<file path="config.mk">
export PLATFORM = sky130hd
export DESIGN_NAME = length_prefixed_frame_receiver
export DESIGN_NICKNAME = d
export VERILOG_FILES = /design/src/rtl/core/lpfr_pkg.sv /design/src/rtl/core/lpfr_decoder.sv /design/src/rtl/core/length_prefixed_frame_receiver.sv
export SDC_FILE = /design/constraint.sdc
export NUM_CORES = 1
export LEC_CHECK = 0
export ABC_CLOCK_PERIOD_IN_PS = 5000
export BUFFER_PORTS_ARGS = -buffer_cell sky130_fd_sc_hd__buf_4
export CORE_UTILIZATION = 58
export CTS_CLUSTER_DIAMETER = 60
export DETAILED_ROUTE_END_ITERATION = 6
export HOLD_SLACK_MARGIN = 0.02
export MAX_ROUTING_LAYER = met4
export PLACE_DENSITY = 0.8
export SYNTH_ARGS = -nofsm -noshare
export SYNTH_HDL_FRONTEND = slang
export SYNTH_SLANG_ARGS = --single-unit
</file>
<file path="constraint.sdc">
create_clock -name clk -period 5 [get_ports clk]
set_clock_uncertainty 0.1 [all_clocks]
set_input_delay 1 -clock clk [delete_from_list [all_inputs] [get_ports clk]]
set_output_delay 1 -clock clk [all_outputs]
set_load 0.02 [all_outputs]
</file>
<file path="src/rtl/core/lpfr_pkg.sv">
// shared constants and types for the length-prefixed frame receiver
// no dependencies; imported by lpfr_decoder and length_prefixed_frame_receiver
package lpfr_pkg;

  // largest frame length accepted, id byte included
  localparam int unsigned MAX_LEN = 256;

  localparam int OP_W   = 2;
  localparam int BYTE_W = 8;
  localparam int LEN_W  = 9;
  localparam int TICK_W = 16;
  localparam int GATHER_W = 32;

  // operation codes carried on s_tuser
  typedef enum logic [OP_W-1:0] {
    OP_BYTE    = 2'd0,
    OP_TICK    = 2'd1,
    OP_RELEASE = 2'd2,
    OP_NONE    = 2'd3
  } lpfr_op_t;

  // one result item
  typedef struct packed {
    logic              timed_out;
    logic              length_rejected;
    logic [LEN_W-1:0]  frame_length;
    logic [BYTE_W-1:0] msg_id;
    logic              packet_ready;
    logic [BYTE_W-1:0] payload_data;
    logic [BYTE_W-1:0] payload_index;
    logic              payload_valid;
  } lpfr_result_t;

endpackage

</file>
<file path="src/rtl/core/lpfr_decoder.sv">
// frame parsing state and the per-transaction next-state and result logic
// depends on lpfr_pkg
module lpfr_decoder
  import lpfr_pkg::*;
(
  input  logic                clk,
  input  logic                rst,
  input  logic                accept,
  input  lpfr_op_t            operation,
  input  logic [BYTE_W-1:0]   rx_byte,
  input  logic [TICK_W-1:0]   time_limit,
  output lpfr_result_t        result
);

  typedef enum logic [1:0] {
    PH_LENGTH  = 2'd0,
    PH_MSGID   = 2'd1,
    PH_PAYLOAD = 2'd2,
    PH_READY   = 2'd3
  } phase_t;

  localparam logic [GATHER_W-1:0] MaxLenWide = GATHER_W'(MAX_LEN);
  localparam logic [TICK_W-1:0]   TickMax    = '1;

  phase_t              phase, phase_next;
  logic [GATHER_W-1:0] length_gather, length_gather_next;
  logic [1:0]          length_bytes_seen, length_bytes_seen_next;
  logic [LEN_W-1:0]    frame_len_reg, frame_len_reg_next;
  logic [LEN_W-1:0]    byte_count, byte_count_next;
  logic [BYTE_W-1:0]   msg_id_reg, msg_id_reg_next;
  logic [TICK_W-1:0]   tick_count, tick_count_next;

  logic [GATHER_W-1:0] gather_shift;
  logic [LEN_W-1:0]    count_inc;
  logic                tmo;

  always_comb begin
    tmo          = tick_count > time_limit;
    gather_shift = {length_gather[GATHER_W-BYTE_W-1:0], rx_byte};
    count_inc    = byte_count + LEN_W'(1);

    phase_next             = tmo ? PH_LENGTH : phase;
    length_gather_next     = tmo ? '0 : length_gather;
    length_bytes_seen_next = tmo ? '0 : length_bytes_seen;
    tick_count_next        = tmo ? '0 : tick_count;
    frame_len_reg_next     = frame_len_reg;
    byte_count_next        = byte_count;
    msg_id_reg_next        = msg_id_reg;

    result                 = '0;
    result.timed_out       = tmo;

    case (operation)
      OP_BYTE: begin
        case (phase_next)
          PH_LENGTH: begin
            if (length_bytes_seen_next == 2'd3) begin
              length_gather_next     = '0;
              length_bytes_seen_next = '0;
              if (gather_shift == '0 || gather_shift > MaxLenWide) begin
                result.length_rejected = 1'b1;
              end else begin
                frame_len_reg_next = gather_shift[LEN_W-1:0];
                phase_next         = PH_MSGID;
              end
            end else begin
              length_gather_next     = tmo ? {{(GATHER_W-BYTE_W){1'b0}}, rx_byte}
                                           : gather_shift;
              length_bytes_seen_next = length_bytes_seen_next + 2'd1;
            end
          end
          PH_MSGID: begin
            msg_id_reg_next = rx_byte;
            byte_count_next = LEN_W'(1);
            phase_next      = (frame_len_reg <= LEN_W'(1)) ? PH_READY : PH_PAYLOAD;
          end
          PH_PAYLOAD: begin
            result.payload_valid = 1'b1;
            result.payload_index = byte_count[BYTE_W-1:0];
            result.payload_data  = rx_byte;
            byte_count_next      = count_inc;
            if (count_inc >= frame_len_reg) begin
              phase_next = PH_READY;
            end
          end
          default: begin
          end
        endcase
      end
      OP_TICK: begin
        if (tick_count_next != TickMax) begin
          tick_count_next = tick_count_next + TICK_W'(1);
        end
      end
      OP_RELEASE: begin
        phase_next             = PH_LENGTH;
        length_gather_next     = '0;
        length_bytes_seen_next = '0;
      end
      default: begin
      end
    endcase

    // a held frame keeps the timer at zero
    if (phase_next == PH_READY) begin
      tick_count_next = '0;
    end

    result.packet_ready = phase_next == PH_READY;
    result.msg_id       = msg_id_reg_next;
    result.frame_length = frame_len_reg_next;
  end

  always_ff @(posedge clk) begin
    if (rst) begin
      phase             <= PH_LENGTH;
      length_gather     <= '0;
      length_bytes_seen <= '0;
      frame_len_reg     <= '0;
      byte_count        <= '0;
      msg_id_reg        <= '0;
      tick_count        <= '0;
    end else if (accept) begin
      phase             <= phase_next;
      length_gather     <= length_gather_next;
      length_bytes_seen <= length_bytes_seen_next;
      frame_len_reg     <= frame_len_reg_next;
      byte_count        <= byte_count_next;
      msg_id_reg        <= msg_id_reg_next;
      tick_count        <= tick_count_next;
    end
  end

endmodule

</file>
<file path="src/rtl/core/length_prefixed_frame_receiver.sv">
// length-prefixed frame receiver: stream ports, time limit register, result register
// depends on lpfr_pkg and lpfr_decoder
//
//   channel   direction  handshake          contents
//   s_*       in         s_tvalid/s_tready  tdata rx_byte, tuser operation
//   m_*       out        m_tvalid/m_tready  tdata result fields, tuser payload_valid
//   cfg_*     in         cfg_wr_en          time_limit
//
// one transaction per cycle while s_tready is high; the result is registered and appears in the cycle after acceptance
// the parse state updates in the accepting cycle, so the next item may follow at once
// s_tready drops only while a result is held and m_tready is low
// rst is synchronous: gathering restarts, time_limit and all counters clear
module length_prefixed_frame_receiver
  import lpfr_pkg::*;
(
  input  logic        clk,
  input  logic        rst,
  input  logic        s_tvalid,
  output logic        s_tready,
  input  logic [7:0]  s_tdata,   // [7:0] rx_byte
  input  logic [1:0]  s_tuser,   // [1:0] operation
  output logic        m_tvalid,
  input  logic        m_tready,
  output logic [39:0] m_tdata,   // [7:0] payload_index, [15:8] payload_data,
                                 // [16] packet_ready, [24:17] msg_id,
                                 // [33:25] frame_length, [34] length_rejected,
                                 // [35] timed_out, [39:36] zero
  output logic        m_tuser,   // [0] payload_valid
  input  logic        cfg_wr_en,
  input  logic [15:0] cfg_wr_data
);

  logic [TICK_W-1:0] time_limit;
  logic              accept;
  lpfr_result_t      result_next;
  lpfr_result_t      result;

  assign s_tready = !m_tvalid || m_tready;
  assign accept   = s_tvalid && s_tready;

  lpfr_decoder u_decoder (
    .clk        (clk),
    .rst        (rst),
    .accept     (accept),
    .operation  (lpfr_op_t'(s_tuser)),
    .rx_byte    (s_tdata),
    .time_limit (time_limit),
    .result     (result_next)
  );

  always_ff @(posedge clk) begin
    if (rst) begin
      time_limit <= '0;
      m_tvalid   <= 1'b0;
    end else begin
      if (cfg_wr_en) begin
        time_limit <= cfg_wr_data;
      end
      if (accept) begin
        m_tvalid <= 1'b1;
      end else if (m_tready) begin
        m_tvalid <= 1'b0;
      end
    end
  end

  always_ff @(posedge clk) begin
    if (accept) begin
      result <= result_next;
    end
  end

  assign m_tuser = result.payload_valid;
  assign m_tdata = {4'd0, result.timed_out, result.length_rejected, result.frame_length,
                    result.msg_id, result.packet_ready, result.payload_data,
                    result.payload_index};

  // every accepted transaction yields a result next cycle
  a_accept_gives_result: assert property (@(posedge clk) disable iff (rst)
    accept |=> m_tvalid)
    else $error("accepted transaction produced no result");

  // a timeout restarts gathering and a rejection only comes while gathering, so no payload byte can come with either
  a_no_payload_on_timeout: assert property (@(posedge clk) disable iff (rst)
    m_tvalid && m_tuser |-> !result.timed_out && !result.length_rejected)
    else $error("payload byte delivered together with timeout or rejection");

  // a rejected length leaves the block gathering, never ready
  a_reject_not_ready: assert property (@(posedge clk) disable iff (rst)
    m_tvalid && result.length_rejected |-> !result.packet_ready)
    else $error("rejected length with frame ready");

  // a held result is only replaced after the sink has taken it
  a_no_overwrite: assert property (@(posedge clk) disable iff (rst)
    m_tvalid && !m_tready |-> !accept)
    else $error("result overwritten while stalled");

endmodule

</file>
# Yosys cells after proc, flatten, opt, wreduce, memory -nomap -nowiden
# Cells that the tools add are included.
[word_totals]
reg_bits = 132
in_bits = 31
elab_cells = 74
[classes]
addsub = 3
n_lt_le_gt_ge = 4
eq_ne = 7
mux = 31
n_reduce_logical = 12
[op_table]
columns = ["operator", "count"]
rows = [
  ["32-bit 2-to-1 mux", 4],
  ["16-bit 2-to-1 mux", 4],
  ["32-bit one-hot mux with 2 select lines", 1],
  ["9-bit 2-to-1 mux", 4],
  ["32-bit by 9-bit > comparator with 1-bit output (second input constant)", 1],
  ["32-bit logical NOT", 1],
  ["9-bit one-hot mux with 2 select lines", 1],
  ["16-bit by 1-bit adder with 16-bit output (second input constant)", 1],
  ["16-bit > comparator", 1],
  ["8-bit 2-to-1 mux", 2],
  ["16-bit != test (second input constant)", 1],
  ["2-bit 2-to-1 mux", 7],
  ["9-bit by 1-bit adder with 9-bit output (second input constant)", 1],
  ["9-bit >= comparator", 1],
  ["9-bit by 1-bit less-or-equal comparator with 1-bit output (second input constant)", 1],
  ["2-bit equality test (second input constant)", 4],
  ["2-bit one-hot mux with 2 select lines", 2],
  ["2-bit one-hot mux with 3 select lines", 1],
  ["3-bit AND reduction", 2],
  ["1-bit 2-to-1 mux", 5],
  ["2-bit by 1-bit equality test with 1-bit output (second input constant)", 2],
  ["2-bit logical NOT", 2],
  ["2-bit nonzero test", 2],
  ["2-bit by 1-bit adder with 2-bit output (second input constant)", 1],
  ["4 further kinds", 5],
]

# Longest topological paths before layout
# Gate-level depths: netlist of the first run.
[logic_depth]
word_depth = 8
ltp_mapped = 19
ltp_nobuf = 16

# Cells and area by module
# Synthesis of the first run repeated with hierarchy kept, for this count alone.
[hier_totals]
cells_unflattened = 629
area_unflattened_um2 = 6047.0
[by_module_without_submodules]
columns = ["module", "n_inst", "cells_per_inst", "area_per_inst_um2"]
rows = [
  ["lpfr_decoder", 1, 530, 4279.1],
  ["length_prefixed_frame_receiver", 1, 99, 1767.9],
]

# Least setup slack after synthesis of the first run
# Ideal clock, no wire load.
[synth_timing]
kind = "reg2reg"
start = "register u_decoder.tick_count[7]"
end = "register u_decoder.tick_count[14]"
setup_ps = 76
arrival_time_ps = 3696
t_required_ps = 4824
path_slack_ps = 1128
path_stages_with_launch = 19
period_less_slack_ps = 3872
path_cell_list = "dfxtp_1 -> ha_1 -> a21oi_2 -> o21ai_1 -> a221o_1 -> o31a_1 -> buf_6 -> clkbuf_1 -> nor2b_1 -> inv_1 -> ha_1 -> clkbuf_1 -> nor4_1 -> o21bai_1 -> and3b_1 -> o22ai_2 -> buf_2 -> nand4_1 -> mux2i_1"
[synth_lines]
columns = ["element", "line_no", "rtl"]
rows = [
  ["start, declared", "lpfr_decoder.sv:31", "logic [TICK_W-1:0] tick_count, tick_count_next;"],
  ["start signal, assigned", "lpfr_decoder.sv:130", "tick_count <= tick_count_next;"],
]

# Worst setup path in the final report of the first run
[layout_timing]
start = "register u_decoder.tick_count[7]"
end = "register u_decoder.tick_count[5]"
[layout_between]
elab_chain_len = 8
word_cells_on_any_way = 19
[layout_lines]
columns = ["element", "line_no", "rtl"]
rows = [
  ["branches (longest 7 deep; another with 16-bit > comparator)", "n/a", ""],
  ["16-bit 2-to-1 mux (*)", "lpfr_decoder.sv:105", "if (phase_next == PH_READY) begin"],
]
# Every way passes the cells marked *.
# A chain may end at the register's enable or synchronous reset.

==> out/results.ini, run 1 <==
[floorplan]
initial_utilization_pct=60.88
die_area_um2=10810
core_area_um2=9910
num_rows=36
die_x_um=104.0
fp.dieH_um=104.0
pin_count=74

[clock_tree]
cts_max_level=4
post_cts_buffers=0
cts_made_buffers=17
path_clk_slew_ps=60
root_buffer=clkbuf_8
ctsHoldBuffers=0
cts_buffer_depth=2
clock_latency_ps=520
cts_resized=0
cts_tree=done
cts.sinks=124

[detailed_routing]
postRouteAntennaNets=0
vias_per_cell=5.979
drc_errors=0
dr.pass1.iters=5
vias=5040
drt_wl_total_mm=14.03
wl_per_cell_um=16.64
drt-initial-drc-count=332

[synth]
async_flop_share_pct=0
syn_area_per_cell_um2=9.561
yosys_most_used_dff=dfxtp_1
syn-cell-area_um2=6033
synth_area_leaders=dfxtp_1, edfxtp_1, ha_1, nor2_1, a22oi_1
synth.distinct_cells=64
yosysMostFrequentCell=dfxtp_1
synth_edf_count=37
synth_top_area_share_pct=28.87
yosys.area.top_type=dfxtp_1
synthTopCellsByCount=dfxtp_1, nor2_1, inv_1
yosys_warnings=0
yosysSeqAreaShare_pct=47.28
synth_seq_cells=124
syn_inst=631

[critical_path]
end_kind=flop
worstPathArrival_ps=5000
path_max_fanout=24
r2r_start=u_decoder.tick_count[7]
max_stage_delay_ps=840
path_buf_inv=1
crit_family=compound AO/OA/AOI/OAI gates
r2r_slack_ps=330
critPathLaunchType=flop
crit_chain=ha_1 -> a21oi_2 -> o21ai_1 -> a221o_1 -> o31a_1 -> nor2b_1 -> inv_1 -> ha_1 -> nor4_1 -> o21bai_1 -> and3b_1 -> o22ai_2 -> nand3_1 -> o22ai_1
reg2reg_depth=14
cp_common_cell=ha_1
criticalPathCategory=flop to flop
crit_path_top_delay_cell=o22ai_2
reg2reg_to=u_decoder.tick_count[5]
cp.required_ps=5330

[place]
numPortBuffers=69
hpwl_mm=9.386
post-place-ws_ps=466.0
gp_congestion=0.9397

[hold_path]
hold-path-endpoint=u_decoder.length_bytes_seen[1]
holdCritStartpoint=u_decoder.length_bytes_seen[1]
holdPathStages=2
hp-class=flop to flop

[power_and_ir_drop]
p_switching_mw=0.6354
p_seq_share_pct=42.3
clockPowerShare_pct=48.4
p_sw_share_pct=24.63
peakVddDrop_v=0.0001576
power_density_nw_per_um2=355.7
power.share.combinational_pct=9.3
p_int_mw=1.945
leakage_nw=3.004

[finish]
nNetsFinal=760
diodes=0
fillers=727
largest_reg_flops=36
regArea_um2=2853
multi_input_area_um2=2874
area_delta_synth_final_pct=20.22
drive_gt1_share_pct=19.58

[grt]
grtUsageTotal_pct=27.79
grt_pass1_wl_mm=23.40
antenna_found_initial=0
grt_overflow=0
grt_max_degree=76
grt_pass1_vias=4800

[timing]
fmax_mhz=214.1
rsz0062_at_grt=no
worst_slew_pin_slew_ps=1069
tns_ps=0
setup_viol_count_final=0
slew_headroom_pct=28.70
fin_crit_sh_pct=93.40
finalMaxSlewViolations=0
fin_crit_ps=4670
final_hold_viol_count=0
fin_ws_ps=330.0

[job]
cap_violations=0

[outcome]
outcome=finished clean

[per-layer routing]
metal / track usage, % / share of wire [%]
met4: 7.551 / 1.4
met2: 46.10 / 49
met5: - / 0
met3: 6.140 / 6.1
met1: 34.23 / 43
[through the flow]
stage               hold WS [ps]  power (mW)  std cells  utilization (%)  area, µm²
floorplan                  330.0       1.264        634                -       6045
global placement           338.9       1.341        811            67.01       6640
detailed placement         342.4       1.350        811            67.01       6640
CTS                        350.4       2.585        843            73.19       7253
global route               388.6       2.663        843            73.19       7253
finish                     349.7       2.580        843            73.19       7253
[cells by family (layout without fill, tap and decap cells)]
logic type               after synthesis  in the layout  share of synthesized area, %
AND/OR/NAND/NOR                      237            237                         20.22
multiplexers                          36             36                         6.325
XOR/XNOR                               7              7                         1.016
adder cells (fa/ha/maj)               32             32                         6.636
flip-flops                           124            124                         47.28
buffers and inverters                 77            153                         5.267
AO/OA/AOI/OAI                        117            117                         13.19
other                                  1              4                       0.06216
[worst reg2reg max path: stages, from the launching register on]
cell and delay, ps:
dfxtp_1 470, ha_1 320, a21oi_2 140, o21ai_1 70, a221o_1 350, o31a_1 340
nor2b_1 250, inv_1 100, ha_1 340, nor4_1 320, o21bai_1 100, and3b_1 190
o22ai_2 840, nand3_1 420, o22ai_1 250
[worst max-delay path by stage]
stage	slack, ps	to	start	cells after the start
global route	10	u_decoder.tick_count[5]	u_decoder.tick_count[7]	14
detailed placement	470	u_decoder.tick_count[10]	u_decoder.tick_count[7]	14
CTS	430	u_decoder.tick_count[10]	u_decoder.tick_count[7]	14
global placement	670	u_decoder.tick_count[10]	u_decoder.tick_count[7]	14
floorplan	1130	u_decoder.tick_count[14]	u_decoder.tick_count[7]	18
finish	330	u_decoder.tick_count[5]	u_decoder.tick_count[7]	14
[power by group through the flow]
stage | clock network, mW | registers [mW] | logic, mW
final | 1.25 | 1.09 | 0.241
after global routing | 1.31 | 1.09 | 0.262
after CTS | 1.25 | 1.09 | 0.241
after detailed placement | 0 | 1.11 | 0.239
after global placement | 0 | 1.11 | 0.232
after floorplan | 0 | 1.13 | 0.133
[layout by cell type, fill, tap and decap left out, drive strengths merged, types with 15 or more instances in the layout]
cell and instances:
nand3 23, nand4 15, a21oi 25, nor4 15, nor2 83, dfxtp 87, edfxtp 37, nand2 40
and3 16, mux2 17, clkbuf 19, ha 32, a22oi 27, inv 49, mux2i 19, buf 78
[final cells by class]
class,instances,area share [%]
multi-input cells,433,39.62
flip-flops and latches,124,39.33
repair buffers,78,8.073
clock buffers,19,6.400
well taps,133,2.294
inverters,43,2.225
clock inverters,13,2.053
(Power assumes the default switching activity.)
==> run 2: changes to the inputs <==
--- a/config.mk
+++ b/config.mk
@@ -5,14 +5,14 @@
 export SDC_FILE = /design/constraint.sdc
 export NUM_CORES = 1
 export LEC_CHECK = 0
-export ABC_CLOCK_PERIOD_IN_PS = 5000
+export ABC_CLOCK_PERIOD_IN_PS = 5660
 export BUFFER_PORTS_ARGS = -buffer_cell sky130_fd_sc_hd__buf_4
-export CORE_UTILIZATION = 58
+export CORE_UTILIZATION = 60
 export CTS_CLUSTER_DIAMETER = 60
 export DETAILED_ROUTE_END_ITERATION = 6
-export HOLD_SLACK_MARGIN = 0.02
 export MAX_ROUTING_LAYER = met4
-export PLACE_DENSITY = 0.8
+export PLACE_DENSITY = 0.82
+export SLEW_MARGIN = 25
 export SYNTH_ARGS = -nofsm -noshare
 export SYNTH_HDL_FRONTEND = slang
 export SYNTH_SLANG_ARGS = --single-unit
==> constraint.sdc (replaced) <==
create_clock -name clk -period 5.66 [get_ports clk]
set_clock_uncertainty 0.1 [all_clocks]
set_input_delay 1.132 -clock clk [delete_from_list [all_inputs] [get_ports clk]]
set_output_delay 1.132 -clock clk [all_outputs]
set_load 0.02 [all_outputs]
==> run 2 against run 1 <==
Critical endpoint is now u_decoder.tick_count[10]. Flip-flop and latch count is the same. Clock power shrank 14%. Largest power group unchanged. Final area shrank 0.52%.
==> out/results.ini, run 2 (synthesized netlist as in run 1, its figures left out) <==
[critical_path]
cp.required_ps=6000  ; +670 ps
critPathLaunchType=flop
crit_chain=ha_1 -> a21oi_2 -> o21ai_1 -> a221o_1 -> o31a_1 -> nor2b_1 -> inv_1 -> ha_1 -> clkinv_1 -> nor2_1 -> a21oi_1 -> o22ai_2 -> o22ai_2 -> nand3_1 -> o21ai_0
max_stage_delay_ps=600  ; -240 ps
end_kind=flop
crit_family=compound AO/OA/AOI/OAI gates
crit_path_top_delay_cell=o22ai_2
worstPathArrival_ps=4800  ; -200 ps
path_buf_inv=2  ; +1
path_max_fanout=21  ; -13%
criticalPathCategory=flop to flop

[timing]
worst_slew_pin_slew_ps=968.4  ; -101.1 ps
fin_crit_ps=4456  ; -214.3 ps
rsz0062_at_grt=no
fmax_mhz=224.4  ; +4.8%
fin_crit_sh_pct=78.72  ; -15 points
setup_viol_count_final=0  ; unchanged
finalMaxSlewViolations=0  ; unchanged
slew_headroom_pct=35.20  ; +6.5 points
fin_hold_ws_ps=354.7  ; +5.025 ps
fin_ws_ps=1204  ; +874.3 ps
final_hold_viol_count=0  ; unchanged
tns_ps=0  ; unchanged

[detailed_routing]
postRouteAntennaNets=0  ; unchanged
vias_per_cell=6.014  ; +0.60%
dr.pass1.iters=5  ; unchanged
drc_errors=0  ; unchanged
wl_per_cell_um=16.65  ; about the same
drt_wl_total_mm=14.00  ; -0.18%
drt-initial-drc-count=422  ; +27%
vias=5058  ; +0.36%

[floorplan]
fp.dieH_um=102.3  ; -1.6%
core_area_um2=9774  ; -1.4%
num_rows=36  ; unchanged
die_area_um2=10460  ; -3.3%
die_x_um=102.3  ; -1.6%
pin_count=74  ; unchanged
initial_utilization_pct=61.73  ; +0.84 points

[finish]
drive_gt1_share_pct=18.79  ; -0.79 points
final_common_cell=dfxtp_1
stdcell_area_um2=7216  ; -0.52%
diodes=0  ; unchanged
area_delta_synth_final_pct=19.60
fillers=688  ; -5.4%
largest_reg_flops=36  ; unchanged
final_cell_mix=dfxtp_1, nor2_1, buf_4, inv_1, nand2_1
nNetsFinal=758  ; -0.26%

[grt]
antenna_found_initial=0  ; unchanged
grtUsageTotal_pct=29.06  ; +1.3 points
grt_pass1_wl_mm=22.47  ; -4.0%
grt_pass1_vias=4549  ; -5.2%
grt_max_degree=76  ; unchanged
grt_overflow=0  ; unchanged

[clock_tree]
cts.sinks=124  ; unchanged
path_clk_slew_ps=60  ; about the same
cts_tree=done
ctsHoldBuffers=0  ; unchanged
cts_resized=0  ; unchanged
clock_latency_ps=520  ; about the same
root_buffer=clkbuf_8
post_cts_buffers=0  ; unchanged
cts_buffer_depth=2  ; unchanged
cts_max_level=4  ; unchanged
cts_made_buffers=17  ; unchanged

[place]
numPortBuffers=69  ; unchanged
post-place-ws_ps=1259  ; +793.3 ps
gp_congestion=0.9123  ; -2.9%
dpl-instance-area_um2=6625  ; -0.23%
hpwl_mm=9.474  ; +0.93%

[power_and_ir_drop]
clockPowerShare_pct=47.9  ; -0.5 points
p_sw_share_pct=23.81  ; -0.82 points
power.share.combinational_pct=9.4  ; about the same
p_int_mw=1.721  ; -12%
power_density_nw_per_um2=313.0  ; -12%
peakVddDrop_v=0.0001714  ; +8.8%
p_seq_share_pct=42.7  ; +0.4 points
leakage_nw=2.969  ; -1.2%
p_switching_mw=0.5378  ; -15%

[hold_path]
hp-class=flop to flop

[job]
cap_violations=0  ; unchanged

[outcome]
outcome=finished clean

-- run 2: layout make-up --
type                       count  area (µm²)  share of cell area [%]
timing repair buffer          76       570.5                   7.907
clock inverter                11       141.4                   1.959
sequential                   124        2853                   39.54
clock buffer                  21       449.2                   6.225
tap                          133       166.4                   2.306
multi-input combinational    433        2874                   39.83
inverter                      43       161.4                   2.237
-- run 2: metrics by stage --
step / power (mW) / utilization [%] / instances
finish: 2.258 / 73.82 / 841
CTS: 2.264 / 73.82 / 841
global placement: 1.183 / 67.78 / 809
detailed placement: 1.191 / 67.78 / 809
global route: 2.332 / 73.82 / 841
floorplan: 1.116 / - / 634
-- run 2: worst reg2reg max path, stage by stage (launching register included) --
cell	delay (ps)
dfxtp_1	460
ha_1	320
a21oi_2	140
o21ai_1	70
a221o_1	360
o31a_1	320
nor2b_1	220
inv_1	110
ha_1	450
clkinv_1	270
nor2_1	80
a21oi_1	170
o22ai_2	110
o22ai_2	600
nand3_1	360
o21ai_0	240
-- run 2: routing by layer --
| layer | up-vias | routed length [µm] | track usage (%) |
|---|---|---|---|
| li1 | 2418 | - | - |
| met1 | 2382 | 6094 | 37.30 |
| met2 | 235 | 6807 | 45.53 |
| met3 | 23 | 897 | 6.156 |
| met4 | 0 | 204 | 10.00 |
| met5 | - | 0 | - |
-- run 2: final timing paths --
kind                                start                       end  slack (ps)  cells after the start
setup / recovery  u_decoder.tick_count[7]  u_decoder.tick_count[10]        1200                     15
hold / removal    u_decoder.msg_id_reg[4]   u_decoder.msg_id_reg[4]         350                      2
setup reg to reg  u_decoder.tick_count[7]  u_decoder.tick_count[10]        1200                     15
hold reg to reg   u_decoder.msg_id_reg[4]   u_decoder.msg_id_reg[4]         350                      2
-- run 2: power groups by stage --
stage	Combinational (mW)	Sequential [mW]	Clock, mW
after global placement	0.202	0.981	0
after floorplan	0.118	0.999	0
after global routing	0.231	0.967	1.13
after CTS	0.211	0.964	1.09
final	0.213	0.964	1.08
after detailed placement	0.210	0.982	0
